**config.mk**
```make
export PLATFORM = sky130hd
export DESIGN_NAME = hmvn_queue
export DESIGN_NICKNAME = d
export VERILOG_FILES = /design/src/design/hmvn_pkg.sv /design/src/design/hmvn_queue.sv
export SDC_FILE = /design/constraint.sdc
export NUM_CORES = 1
export LEC_CHECK = 0
export ABC_AREA = 1
export BUFFER_PORTS_ARGS = -buffer_cell sky130_fd_sc_hd__buf_2
export CAP_MARGIN = 10
export CORE_MARGIN = 5
export CORE_UTILIZATION = 55
export DETAILED_ROUTE_END_ITERATION = 10
export GPL_TIMING_DRIVEN = 0
export PLACE_DENSITY = 0.79
export SYNTH_ARGS = -nofsm -noshare
export SYNTH_HDL_FRONTEND = slang
export SYNTH_SLANG_ARGS = --single-unit
```
**constraint.sdc**
```tcl
create_clock -name clk -period 5.05 [get_ports clk]
set_input_delay 0.7575 -clock clk [delete_from_list [all_inputs] [get_ports clk]]
set_output_delay 0.7575 -clock clk [all_outputs]
set_load 0.05 [all_outputs]
```
**src/design/hmvn_pkg.sv**
```systemverilog
// Shared types, constants and helpers for the heightmap vertex normal block.
`timescale 1ns / 1ps
`default_nettype none
package hmvn_pkg;

	// Grid and number format
	localparam int MAX_GRID    = 128;
	localparam int POS_W       = $clog2(MAX_GRID);
	localparam int FRAC_BITS   = 14;
	localparam int COMP_W      = 16;
	localparam int RAW_W       = 18;
	localparam int MAG_W       = RAW_W - 1;
	localparam int ACC_W       = 2 * MAG_W + 2;
	localparam int PRE_SHIFT   = 20;
	localparam int SQ_W        = ACC_W + PRE_SHIFT;
	localparam int ROOT_W      = SQ_W / 2;
	localparam int ROOT_STEPS  = SQ_W / 2;
	localparam int QUO_W       = 17;
	localparam int NUM_SHIFT   = FRAC_BITS + 10;
	localparam int NUM_W       = MAG_W + NUM_SHIFT;
	localparam int QUEUE_DEPTH = 4;
	localparam int QPTR_W      = $clog2(QUEUE_DEPTH);
	localparam int OUT_W       = 64;

	localparam logic [COMP_W-1:0] ONE_VAL = COMP_W'(1 << FRAC_BITS);

	// Configuration register indexes
	localparam logic [1:0] REG_GRID_COLUMNS = 2'd0;
	localparam logic [1:0] REG_GRID_ROWS    = 2'd1;
	localparam logic [1:0] REG_STEP         = 2'd2;

	typedef logic signed [COMP_W-1:0] comp_t;
	typedef logic signed [RAW_W-1:0]  raw_t;

	typedef struct packed {
		comp_t z;
		comp_t y;
		comp_t x;
	} unit_vec_t;

	typedef struct packed {
		raw_t z;
		raw_t y;
		raw_t x;
	} raw_vec_t;

	// Active grid settings, sizes already clamped
	typedef struct packed {
		logic [7:0]  cols;
		logic [7:0]  rows;
		logic [15:0] step;
	} grid_cfg_t;

	// One cell handed from the front to the back
	typedef struct packed {
		logic [POS_W-1:0] row;
		logic [POS_W-1:0] col;
		logic [7:0]       h00;
		logic [7:0]       h01;
		logic [7:0]       h10;
		logic [7:0]       h11;
		logic             last_col;
		logic             last_row;
	} cell_t;

	function automatic logic [7:0] clamp_size(input logic [7:0] v);
		logic [7:0] r;
		if (v < 8'd2) r = 8'd2;
		else if (v > 8'(MAX_GRID)) r = 8'(MAX_GRID);
		else r = v;
		return r;
	endfunction

endpackage
`default_nettype wire

```
**src/design/hmvn_queue.sv**
```systemverilog
// Short queue of cells between the front and the back.
`timescale 1ns / 1ps
`default_nettype none
module hmvn_queue (
	input  wire logic            clk,
	input  wire logic            arst_n,
	input  wire logic            push,
	input  wire hmvn_pkg::cell_t push_data,
	output logic                 full,
	input  wire logic            pop,
	output hmvn_pkg::cell_t      pop_data,
	output logic                 empty
);

	hmvn_pkg::cell_t             entry_q [hmvn_pkg::QUEUE_DEPTH];
	logic [hmvn_pkg::QPTR_W-1:0] wr_ptr_q, rd_ptr_q;
	logic [hmvn_pkg::QPTR_W:0]   count_q;

	assign full     = (count_q == (hmvn_pkg::QPTR_W+1)'(hmvn_pkg::QUEUE_DEPTH));
	assign empty    = (count_q == '0);
	assign pop_data = entry_q[rd_ptr_q];

	// Pointers and fill count
	always_ff @(posedge clk or negedge arst_n) begin
		if (!arst_n) begin
			wr_ptr_q <= '0;
			rd_ptr_q <= '0;
			count_q  <= '0;
		end else begin
			if (push && !full) wr_ptr_q <= wr_ptr_q + 1'b1;
			if (pop && !empty) rd_ptr_q <= rd_ptr_q + 1'b1;
			case ({push && !full, pop && !empty})
				2'b10:   count_q <= count_q + 1'b1;
				2'b01:   count_q <= count_q - 1'b1;
				default: count_q <= count_q;
			endcase
		end
	end

	// Storage
	always_ff @(posedge clk) begin
		if (push && !full) entry_q[wr_ptr_q] <= push_data;
	end

endmodule
`default_nettype wire

```
==> impl_metrics.env <==
export IMPL_status="finished, final reports clean"
export IMPL_cts_root_buf="clkbuf_16"
export IMPL_vdd_drop_max_mv=0.4150
export IMPL_powerDensity_nw_per_um2=688.3
export IMPL_placed_cell_area_um2=9041
export IMPL_max_stage_delay_ns=0.46
export IMPL_start_util_pct=55.96
export IMPL_power_leakage_uw=0.003959
export IMPL_syn_num_nets=680
export IMPL_numCtsBuffers=17
export IMPL_synth_avg_cell_area_um2=13.08
export IMPL_crit_path_max_fanout=10
export IMPL_synth_distinct_cells=17
export IMPL_finClkSkew_ns=0.008780
export IMPL_wl_per_cell_um=18.23
export IMPL_row_count=44
export IMPL_final_nets=806
export IMPL_postRouteAntennaNets=0
export IMPL_critical_path_slowest_cell="clkbuf_1"
export IMPL_cp_cell_sequence="buf_2, clkbuf_1, o211ai_1, nand2_1, buf_2"
export IMPL_finalSetupViolCount=0
export IMPL_syn_to_final_growth_pct=17.60
export IMPL_via_count=5108
export IMPL_maxCapViolCount=0
export IMPL_routed_via_density=5.405
export IMPL_drtPass1Iterations=5
export IMPL_grt_first_pass_wirelength_mm=27.49
export IMPL_die_h_um=131.6
export IMPL_relSlewSlack_pct=36.32
export IMPL_layout_common_cells="edfxtp_1, nand2_1, inv_1, buf_2, o211ai_1"
export IMPL_min_period_over_period_pct=53.99
export IMPL_grt_max_degree=27
export IMPL_antenna_found_initial=2
export IMPL_die_area_um2=17320
export IMPL_seqCellArea_um2=5941
export IMPL_ys_seq_area_share_pct=73.05
export IMPL_final_area_um2=9564
export IMPL_clockBufferDepth=2
export IMPL_worst_slew_pin_slew_ns=0.9529
export IMPL_place_congestion=0.7608
export IMPL_grt_total_usage_pct=20.57
export IMPL_cp_top_family="buffers and inverters"
export IMPL_drv_slew=0
export IMPL_yosys_warnings=0
export IMPL_clk_pin_slew_ns=0.07
export IMPL_path_class="register to primary output"
export IMPL_critPathCaptureType="primary output"
export IMPL_first_global_vias=5344
export IMPL_cp_num_buf_inv=3
export IMPL_r2r_slack_ns=2.68
export IMPL_multi_input_area_um2=1508
export IMPL_crit_path_start_kind="register"
export IMPL_detail_route_iter0_violations=442
export IMPL_cts_hold_fix_buffers=0
export IMPL_hold_path_class="input port to asynchronous set/reset pin"
export IMPL_grt_overflow_total=0
export IMPL_worstPathRequired_ns=4.29
export IMPL_antenna_cells=0
export IMPL_portBuffers=101
export IMPL_worst_path_most_repeated_cell="buf_2"
export IMPL_core_area_um2=14530
export IMPL_cts_htree_levels=4
export IMPL_syn_area_um2=8133
export IMPL_syn_inst=622
export IMPL_drive_gt1_share_pct=21.68
export IMPL_min_period_ns=2.726
export IMPL_final_common_cell="edfxtp_1"
export IMPL_die_x_um=131.6
export IMPL_cts_resized=0
export IMPL_reg2regPathDepth=5
export IMPL_fill_cells=1053
export IMPL_ys_ff_latch=199
export IMPL_cp_data_arrival_time_ns=1.97
export IMPL_path_depth=5
export IMPL_routed_wirelength_mm=17.23
export IMPL_cts_tree="done"
export IMPL_finalHoldViolCount=0
export IMPL_tns_ns=0
export IMPL_post_cts_buffers=0
export IMPL_cts_sinks=199
export IMPL_max_freq_mhz=366.8
export IMPL_dp_hpwl_mm=11.32
export IMPL_drc=0
export IMPL_rsz0062_at_grt="false"
export IMPL_clk_insertion_delay_late_ns=0.43
export IMPL_io_pins=102
-- logic make-up after synthesis --
kind of cell    share of synthesized area (%)
compound gates                          8.923
xor+xnor                               0.1077
buf+inv                                 8.785
simple gates                            8.123
fa+ha+maj                               1.015
flops                                   73.05
-- routing by layer --
metal  part of all wire [%]  global-route usage [%]  routed length [µm]  up-vias
li1                       -                       -                   -     2396
met1                     40                   25.05                6949     2503
met2                     52                   36.23                8969      184
met3                    6.3                   4.969                1091       21
met4                    1.2                   6.629                 207        4
met5                  0.081                       0                  14        -
-- state kept, by name (all words and copies together) (netlist names) --
signal / count
entry_q: 192
wr_ptr_q: 2
count_q: 3
rd_ptr_q: 2
-- stage by stage --
stage | hold WS (ns) | total power (µW) | setup slack, ns | std cells | util [%]
detailed placement | 0.4671 | 5417 | 2.461 | 913 | 62.21
global placement | 0.4632 | 5277 | -0.1030 | 907 | 61.02
finish | 0.1601 | 6583 | 2.324 | 945 | 65.81
floorplan | 0.4465 | 4544 | 1.674 | 622 | -
global route | 0.1532 | 6916 | 2.189 | 945 | 65.81
CTS | 0.1420 | 6627 | 2.277 | 945 | 65.81
-- synthesized netlist by cell type, drive strengths merged --
| cell | instances | area, µm² |
|---|---|---|
| buf | 27 | 267.8 |
| o211ai | 96 | 720.7 |
| nand3 | 7 | 35.03 |
| edfxtp | 192 | 5766 |
| fa | 1 | 20.02 |
| clkbuf | 5 | 18.77 |
| dfrtp | 7 | 175.2 |
| ha | 5 | 62.56 |
| inv | 114 | 427.9 |
| nor2 | 4 | 15.01 |
| xnor2 | 1 | 8.760 |
| nand2 | 161 | 604.3 |
| nand4 | 1 | 6.260 |
| o21ai | 1 | 5.000 |
-- final timing paths --
| check | start | to |
|---|---|---|
| worst max register to register | count_q[0] | entry_q[2][14] |
| min in group clk | count_q[1] | count_q[1] |
| worst min register to register | count_q[1] | count_q[1] |
| worst max-delay path | rd_ptr_q[1] | pop_data[24] |
| max in group asynchronous | arst_n | rd_ptr_q[1] |
| worst min-delay path | arst_n | wr_ptr_q[1] |
-- final cells by class --
type | instances | area share (%)
Clock inverter | 12 | 0.9027
Timing Repair Buffer | 107 | 6.777
Buffer | 32 | 2.996
Clock buffer | 20 | 4.566
Sequential cell | 199 | 62.11
Tap cell | 184 | 2.407
Multi-Input combinational cell | 277 | 15.76
Inverter | 114 | 4.474
-- where the power goes --
part | internal [µW] | switching (µW)
registers | 2170 | 85.8
clock network | 668 | 546
logic | 806 | 2300
Note: power is estimated with default switching activity, not from simulation.
