## config.mk

```make
export PLATFORM = sky130hd
export DESIGN_NAME = hmvn_front
export DESIGN_NICKNAME = d
export VERILOG_FILES = /design/src/design/hmvn_pkg.sv /design/src/design/hmvn_ram.sv /design/src/design/hmvn_front.sv
export SDC_FILE = /design/constraint.sdc
export NUM_CORES = 2
export LEC_CHECK = 0
export BUFFER_PORTS_ARGS = -buffer_cell sky130_fd_sc_hd__buf_2
export CORE_MARGIN = 8
export CORE_UTILIZATION = 40
export DETAILED_ROUTE_END_ITERATION = 16
export HOLD_SLACK_MARGIN = 0.06
export SYNTH_ARGS = -nofsm -noshare
export SYNTH_HDL_FRONTEND = slang
export SYNTH_HIERARCHICAL = 1
export SYNTH_SLANG_ARGS = --single-unit
export TNS_END_PERCENT = 1
```

## constraint.sdc

```tcl
create_clock -name clk -period 5.35 [get_ports clk]
set_input_delay 0.8025 -clock clk [delete_from_list [all_inputs] [get_ports clk]]
set_output_delay 0.8025 -clock clk [all_outputs]
set_load 0.01 [all_outputs]
```

## src/design/hmvn_pkg.sv

```systemverilog
// Shared types, constants and helpers for the heightmap vertex normal block.
`timescale 1ns / 1ps
`default_nettype none
package hmvn_pkg;

	// Grid and number format
	localparam int MAX_GRID    = 128;
	localparam int POS_W       = $clog2(MAX_GRID);
	localparam int FRAC_BITS   = 14;
	localparam int COMP_W      = 16;
	localparam int RAW_W       = 18;
	localparam int MAG_W       = RAW_W - 1;
	localparam int ACC_W       = 2 * MAG_W + 2;
	localparam int PRE_SHIFT   = 20;
	localparam int SQ_W        = ACC_W + PRE_SHIFT;
	localparam int ROOT_W      = SQ_W / 2;
	localparam int ROOT_STEPS  = SQ_W / 2;
	localparam int QUO_W       = 17;
	localparam int NUM_SHIFT   = FRAC_BITS + 10;
	localparam int NUM_W       = MAG_W + NUM_SHIFT;
	localparam int QUEUE_DEPTH = 4;
	localparam int QPTR_W      = $clog2(QUEUE_DEPTH);
	localparam int OUT_W       = 64;

	localparam logic [COMP_W-1:0] ONE_VAL = COMP_W'(1 << FRAC_BITS);

	// Configuration register indexes
	localparam logic [1:0] REG_GRID_COLUMNS = 2'd0;
	localparam logic [1:0] REG_GRID_ROWS    = 2'd1;
	localparam logic [1:0] REG_STEP         = 2'd2;

	typedef logic signed [COMP_W-1:0] comp_t;
	typedef logic signed [RAW_W-1:0]  raw_t;

	typedef struct packed {
		comp_t z;
		comp_t y;
		comp_t x;
	} unit_vec_t;

	typedef struct packed {
		raw_t z;
		raw_t y;
		raw_t x;
	} raw_vec_t;

	// Active grid settings, sizes already clamped
	typedef struct packed {
		logic [7:0]  cols;
		logic [7:0]  rows;
		logic [15:0] step;
	} grid_cfg_t;

	// One cell handed from the front to the back
	typedef struct packed {
		logic [POS_W-1:0] row;
		logic [POS_W-1:0] col;
		logic [7:0]       h00;
		logic [7:0]       h01;
		logic [7:0]       h10;
		logic [7:0]       h11;
		logic             last_col;
		logic             last_row;
	} cell_t;

	function automatic logic [7:0] clamp_size(input logic [7:0] v);
		logic [7:0] r;
		if (v < 8'd2) r = 8'd2;
		else if (v > 8'(MAX_GRID)) r = 8'(MAX_GRID);
		else r = v;
		return r;
	endfunction

endpackage
`default_nettype wire

```

## src/design/hmvn_ram.sv

```systemverilog
// Generic simple dual-port RAM with registered read.
`timescale 1ns / 1ps
`default_nettype none
module hmvn_ram #(
	parameter int WIDTH = 8,
	parameter int DEPTH = 128
) (
	input  wire logic                     clk,
	input  wire logic                     we,
	input  wire logic [$clog2(DEPTH)-1:0] wr_addr,
	input  wire logic [WIDTH-1:0]         wr_data,
	input  wire logic [$clog2(DEPTH)-1:0] rd_addr,
	output logic      [WIDTH-1:0]         rd_data
);

	logic [WIDTH-1:0] mem_q [DEPTH];

	// Write port and registered read port
	always_ff @(posedge clk) begin
		if (we) begin
			mem_q[wr_addr] <= wr_data;
		end
		rd_data <= mem_q[rd_addr];
	end

endmodule
`default_nettype wire

```

## src/design/hmvn_front.sv

```systemverilog
// Front end: accepts samples, tracks grid position, keeps the height line.
`timescale 1ns / 1ps
`default_nettype none
module hmvn_front (
	input  wire logic                clk,
	input  wire logic                arst_n,
	input  wire hmvn_pkg::grid_cfg_t cfg,
	input  wire logic                s_tvalid,
	output logic                     s_tready,
	input  wire logic [7:0]          height,
	input  wire logic                frame_start,
	output logic                     q_push,
	output hmvn_pkg::cell_t          q_data,
	input  wire logic                q_full
);

	typedef enum logic [1:0] {
		F_IDLE = 2'b01,
		F_READ = 2'b10
	} front_state_t;

	front_state_t                state_q;
	logic [hmvn_pkg::POS_W-1:0]  row_q, col_q;
	logic [hmvn_pkg::POS_W-1:0]  smp_row_q, smp_col_q;
	logic [7:0]                  smp_h_q;
	logic [7:0]                  left_q, upper_left_q;
	logic [7:0]                  c_w, r_w, c_inc, r_inc;
	logic [hmvn_pkg::POS_W-1:0]  rd_addr;
	logic [7:0]                  h01;
	logic                        need_push, leave;

	// Resolve the position of the incoming sample
	always_comb begin
		if (frame_start) begin
			c_w = '0;
			r_w = '0;
		end else begin
			c_w = {1'b0, col_q};
			r_w = {1'b0, row_q};
			if (c_w >= cfg.cols) begin
				c_w = '0;
				r_w = r_w + 8'd1;
			end
			if (r_w >= cfg.rows) begin
				r_w = '0;
			end
		end
		c_inc = c_w + 8'd1;
		r_inc = r_w + 8'd1;
	end

	assign rd_addr   = (state_q == F_IDLE) ? c_w[hmvn_pkg::POS_W-1:0] : smp_col_q;
	assign need_push = (smp_row_q != '0) && (smp_col_q != '0);
	assign leave     = (state_q == F_READ) && (!need_push || !q_full);
	assign s_tready  = (state_q == F_IDLE);
	assign q_push    = leave && need_push;

	// Cell for the back end
	always_comb begin
		q_data.row      = smp_row_q;
		q_data.col      = smp_col_q;
		q_data.h00      = upper_left_q;
		q_data.h01      = h01;
		q_data.h10      = left_q;
		q_data.h11      = smp_h_q;
		q_data.last_col = ({1'b0, smp_col_q} == cfg.cols - 8'd1);
		q_data.last_row = ({1'b0, smp_row_q} == cfg.rows - 8'd1);
	end

	hmvn_ram #(.WIDTH(8), .DEPTH(hmvn_pkg::MAX_GRID)) u_height_line (
		.clk     (clk),
		.we      (leave),
		.wr_addr (smp_col_q),
		.wr_data (smp_h_q),
		.rd_addr (rd_addr),
		.rd_data (h01)
	);

	// Control: accept, then hand over once the line read is back
	always_ff @(posedge clk or negedge arst_n) begin
		if (!arst_n) begin
			state_q      <= F_IDLE;
			row_q        <= '0;
			col_q        <= '0;
			left_q       <= '0;
			upper_left_q <= '0;
		end else begin
			case (state_q)
				F_IDLE: begin
					if (s_tvalid) begin
						state_q <= F_READ;
						if (c_inc >= cfg.cols) begin
							col_q <= '0;
							row_q <= (r_inc >= cfg.rows) ? '0 : r_inc[hmvn_pkg::POS_W-1:0];
						end else begin
							col_q <= c_inc[hmvn_pkg::POS_W-1:0];
							row_q <= r_w[hmvn_pkg::POS_W-1:0];
						end
					end
				end
				F_READ: begin
					if (leave) begin
						state_q      <= F_IDLE;
						upper_left_q <= h01;
						left_q       <= smp_h_q;
					end
				end
				default: begin
					state_q <= F_IDLE;
				end
			endcase
		end
	end

	// Sample capture
	always_ff @(posedge clk) begin
		if (s_tvalid && s_tready) begin
			smp_row_q <= r_w[hmvn_pkg::POS_W-1:0];
			smp_col_q <= c_w[hmvn_pkg::POS_W-1:0];
			smp_h_q   <= height;
		end
	end

endmodule
`default_nettype wire

```

==> impl_results.md <==
- Mux share of post-synthesis cell area: 18.12%
- Die Y: 346.0 um
- Gate power share: 25.1%
- GRT Overall Usage: 17.22%
- Ys Warns: 6
- Post-Synth Adder-Cell Area: 1.034%
- Antenna Cells: 0
- Worst EP required: 5.93 ns
- Most frequent cells in the layout: edfxtp_1 (1,046), mux4_2 (336), nor2_1 (147)
- Reg power frac: 42.2%
- P&R area growth vs syn: 16.26%
- Area leader, netlist: edfxtp_1
- Clock-pin transition on the worst setup and hold timing paths: 0.06 ns
- Layout net count: 2,359
- Pwr/cell area: 458.6 nW/um^2
- Via count: 21,507
- FFs w/ async S/R, synth: 2.947%
- Total CTS buffers: 106
- Hold Slack: 0.2693 ns
- DRT antenna net count: 0
- Die X: 346.0 um
- Register area: 32,370 sq um
- Multi-input logic area: 10,840 sq um
- Number of flops mapped to enable cells by yosys: 1,046
- Final setup viols: 0
- Syn_area_per_cell: 21.46 sq um
- Sw Share: 27.33%
- Crit-path max FO: 7
- Vias per cell: 5.690
- DP Cell Count: 3,579
- Final wirelength: 104,800 um
- GRT overflow: 0
- Unrepaired setup endpoints after global routing: true
- Critical path startpoint category: register
- Io pins: 95
- Dominant cells by area after synthesis: edfxtp_1 (72%), mux4_2 (17%), dfrtp_1 (1.8%), nor2_1 (1.3%), ha_1 (1.0%)
- DR DRC count: 0
- Core area: 108,400 sq um
- Seq/Total Area, Yosys: 74.33%
- Clock Power Share: 32.6%
- Final Max Tran Viols: 0
- Fill cells: 8,858
- Post-Syn Area: 43,550 sq um
- DP Wirelength: 66,880 um
- Cts hold-fix bufs: 0
- Internal: 16,870 uW
- Die ar.: 119,700 sq um
- Num rows: 121
- Sw power: 6345 uW
- Post-synth top area share: 72.12%
- Commonest non-fill, non-tap cell in the layout: edfxtp_1
- Area share of xor/xnor cells in the synthesized design: 0.7383%
- Max capacitance violation total: 0
- Final worst-path cycle share: 98.40%
- Distinct cells, synth: 66
- Initial antenna violation count: 3
- CTS tree: done
- Worst Tran Pin Value: 1.048 ns
- Critical path class: reg -> reg
- Largest family of logic cells by synthesized area: multiplexers
- Syn Nets: 2,111
- Initial Util: 40.18%
- Min Tclk post-route: 5.265 ns
- Non-filler instance count after layout: 3,780
- GPL Wtd Cong: 0.8660
- Starting DRT DRC Count: 2,255
- Synth Flop Type: edfxtp_1
- Vias in the first global route: 22,280
- Drt pass-1 iters: 5
- Critical path arrival: 5.85 ns
- Drt wl/cell: 27.73 um
- Number of clock sinks: 1,086
- Largest net degree at the start of global routing: 131
- Skew-Pair Late Insertion Delay: 0.67 ns
- Clk root buf: clkbuf_16
- Worst setup EP type: register
- Clk buf depth: 3
- HP Class: in -> async
- Max Clk Rate: 189.9 MHz
- Peak supply drop: 0.0002950 V
- Clk_skew: 0.02066 ns
- Synth Instances: 2,030
- Slew HR: 29.98%
- First-pass GRT wire length: 154,200 um
- PortBufs: 78
- Compound-Gate Fraction of Synth Area: 1.413%
- Leakage: 0.01605 uW
- Layout cell share with drive strength beyond 1: 33.73%
- Final hold violations: 0
- Status: finished, final reports clean
- Simple-Gate Fraction of Synth Area: 3.059%
- #FFs+latches synth: 1,086
- Tot Pwr: 23,220 uW
- CTS H-Tree Depth: 3
==> stage by stage <==
stage | instance area (sq um) | util, % | TNS (ns) | setup WS [ns]
floorplan | 43670 | - | -0.02655 | -0.02655
global placement | 46970 | 43.33 | -1.649 | -0.3082
detailed placement | 46970 | 43.33 | -2.639 | -0.4289
CTS | 50510 | 46.59 | 0 | 0.04143
global route | 50630 | 46.71 | -0.3498 | -0.1138
finish | 50630 | 46.71 | 0 | 0.08534
==> synthesized netlist by cell type, drive strengths merged (8+ instances only) <==
master,instances
mux4,336
nor3,17
edfxtp,1046
nor2,152
nand3,27
o21ai,29
and3,8
xnor2,23
dfxtp,8
a21oi,15
dfrtp,31
xor2,12
buf,47
nand2,42
clkbuf,50
nand2b,11
ha,36
mux2,27
inv,32
==> registers in the layout, summed over array words and instances (netlist names) <==
register and cells:
col_q 7, u_height_line/rd_data 8, left_q 8, state_q 2, smp_row_q 7, row_q 7
u_height_line/mem_q 1024, smp_col_q 7, smp_h_q 8, upper_left_q 8
==> cells by family after synthesis <==
logic type / count (synthesis)
mux: 365
buf+inv: 129
flops: 1086
fa+ha+maj: 36
xor+xnor: 35
compound gates: 86
simple gates: 293
==> path summary, 6_finish.rpt <==
kind | startpoint | end | slack (ns) | depth (start not counted)
worst max-delay path | col_q[1] | row_q[6] | 0.09 | 25
worst min-delay path | arst_n | left_q[3] | 0.27 | 1
worst min register to register | left_q[4] | left_q[4] | 0.49 | 1
max in group asynchronous | arst_n | col_q[1] | 4.45 | 1
worst max register to register | col_q[1] | row_q[6] | 0.09 | 25
min in group clk | height[4] | smp_h_q[4] | 0.33 | 1
==> critical path, stage by stage, from the launching register on <==
cell      delay [ns]
dfrtp_2         0.46
ha_4            0.27
o211ai_1        0.14
a211oi_4        0.43
or2_4           0.24
mux2i_4         0.24
inv_1           0.06
ha_2            0.16
a211o_1         0.29
a31oi_2         0.18
o211ai_1        0.14
buf_4           0.18
nor2_4          0.12
ha_4            0.16
inv_4           0.04
nor2_4          0.13
nand3_4         0.10
xnor2_2         0.14
ha_2            0.19
or4_4           0.41
a21oi_2         0.14
o21a_1          0.16
o211ai_1        0.18
buf_4           0.20
a211o_1         0.22
a31oi_1         0.18
==> power groups by stage <==
stage          combinational (uW)  sequential [uW]  clock, uW
6_report                     5840             9810       7570
2_1_floorplan                3390            10200          0
3_3_place_gp                 5820             9970          0
5_1_grt                      6160             9820       8030
3_5_place_dp                 5880             9990          0
4_1_cts                      5900             9810       7730
==> layout make-up <==
cell class / count / area share, %
clock buffers: 127 / 5.538
well taps: 1414 / 3.494
repair buffers: 237 / 3.919
clock inverters: 69 / 1.458
multi-input cells: 815 / 21.41
inverters: 32 / 0.2422
flip-flops and latches: 1086 / 63.94
==> repair_timing <==
item / CTS / global route
endpoints found under the hold margin: 0 / 0
setup endpoints to repair: 0 / 7
resized for setup: 0 / 17
setup buffers: 0 / 5
==> per-layer routing <==
layer	part of all wire (%)	vias to the layer above	track usage, %
li1	-	8973	-
met1	42	11548	23.82
met2	49	816	28.41
met3	6.7	170	3.161
met4	2.5	0	4.230
met5	0	-	0
(Power assumes the default switching activity.)
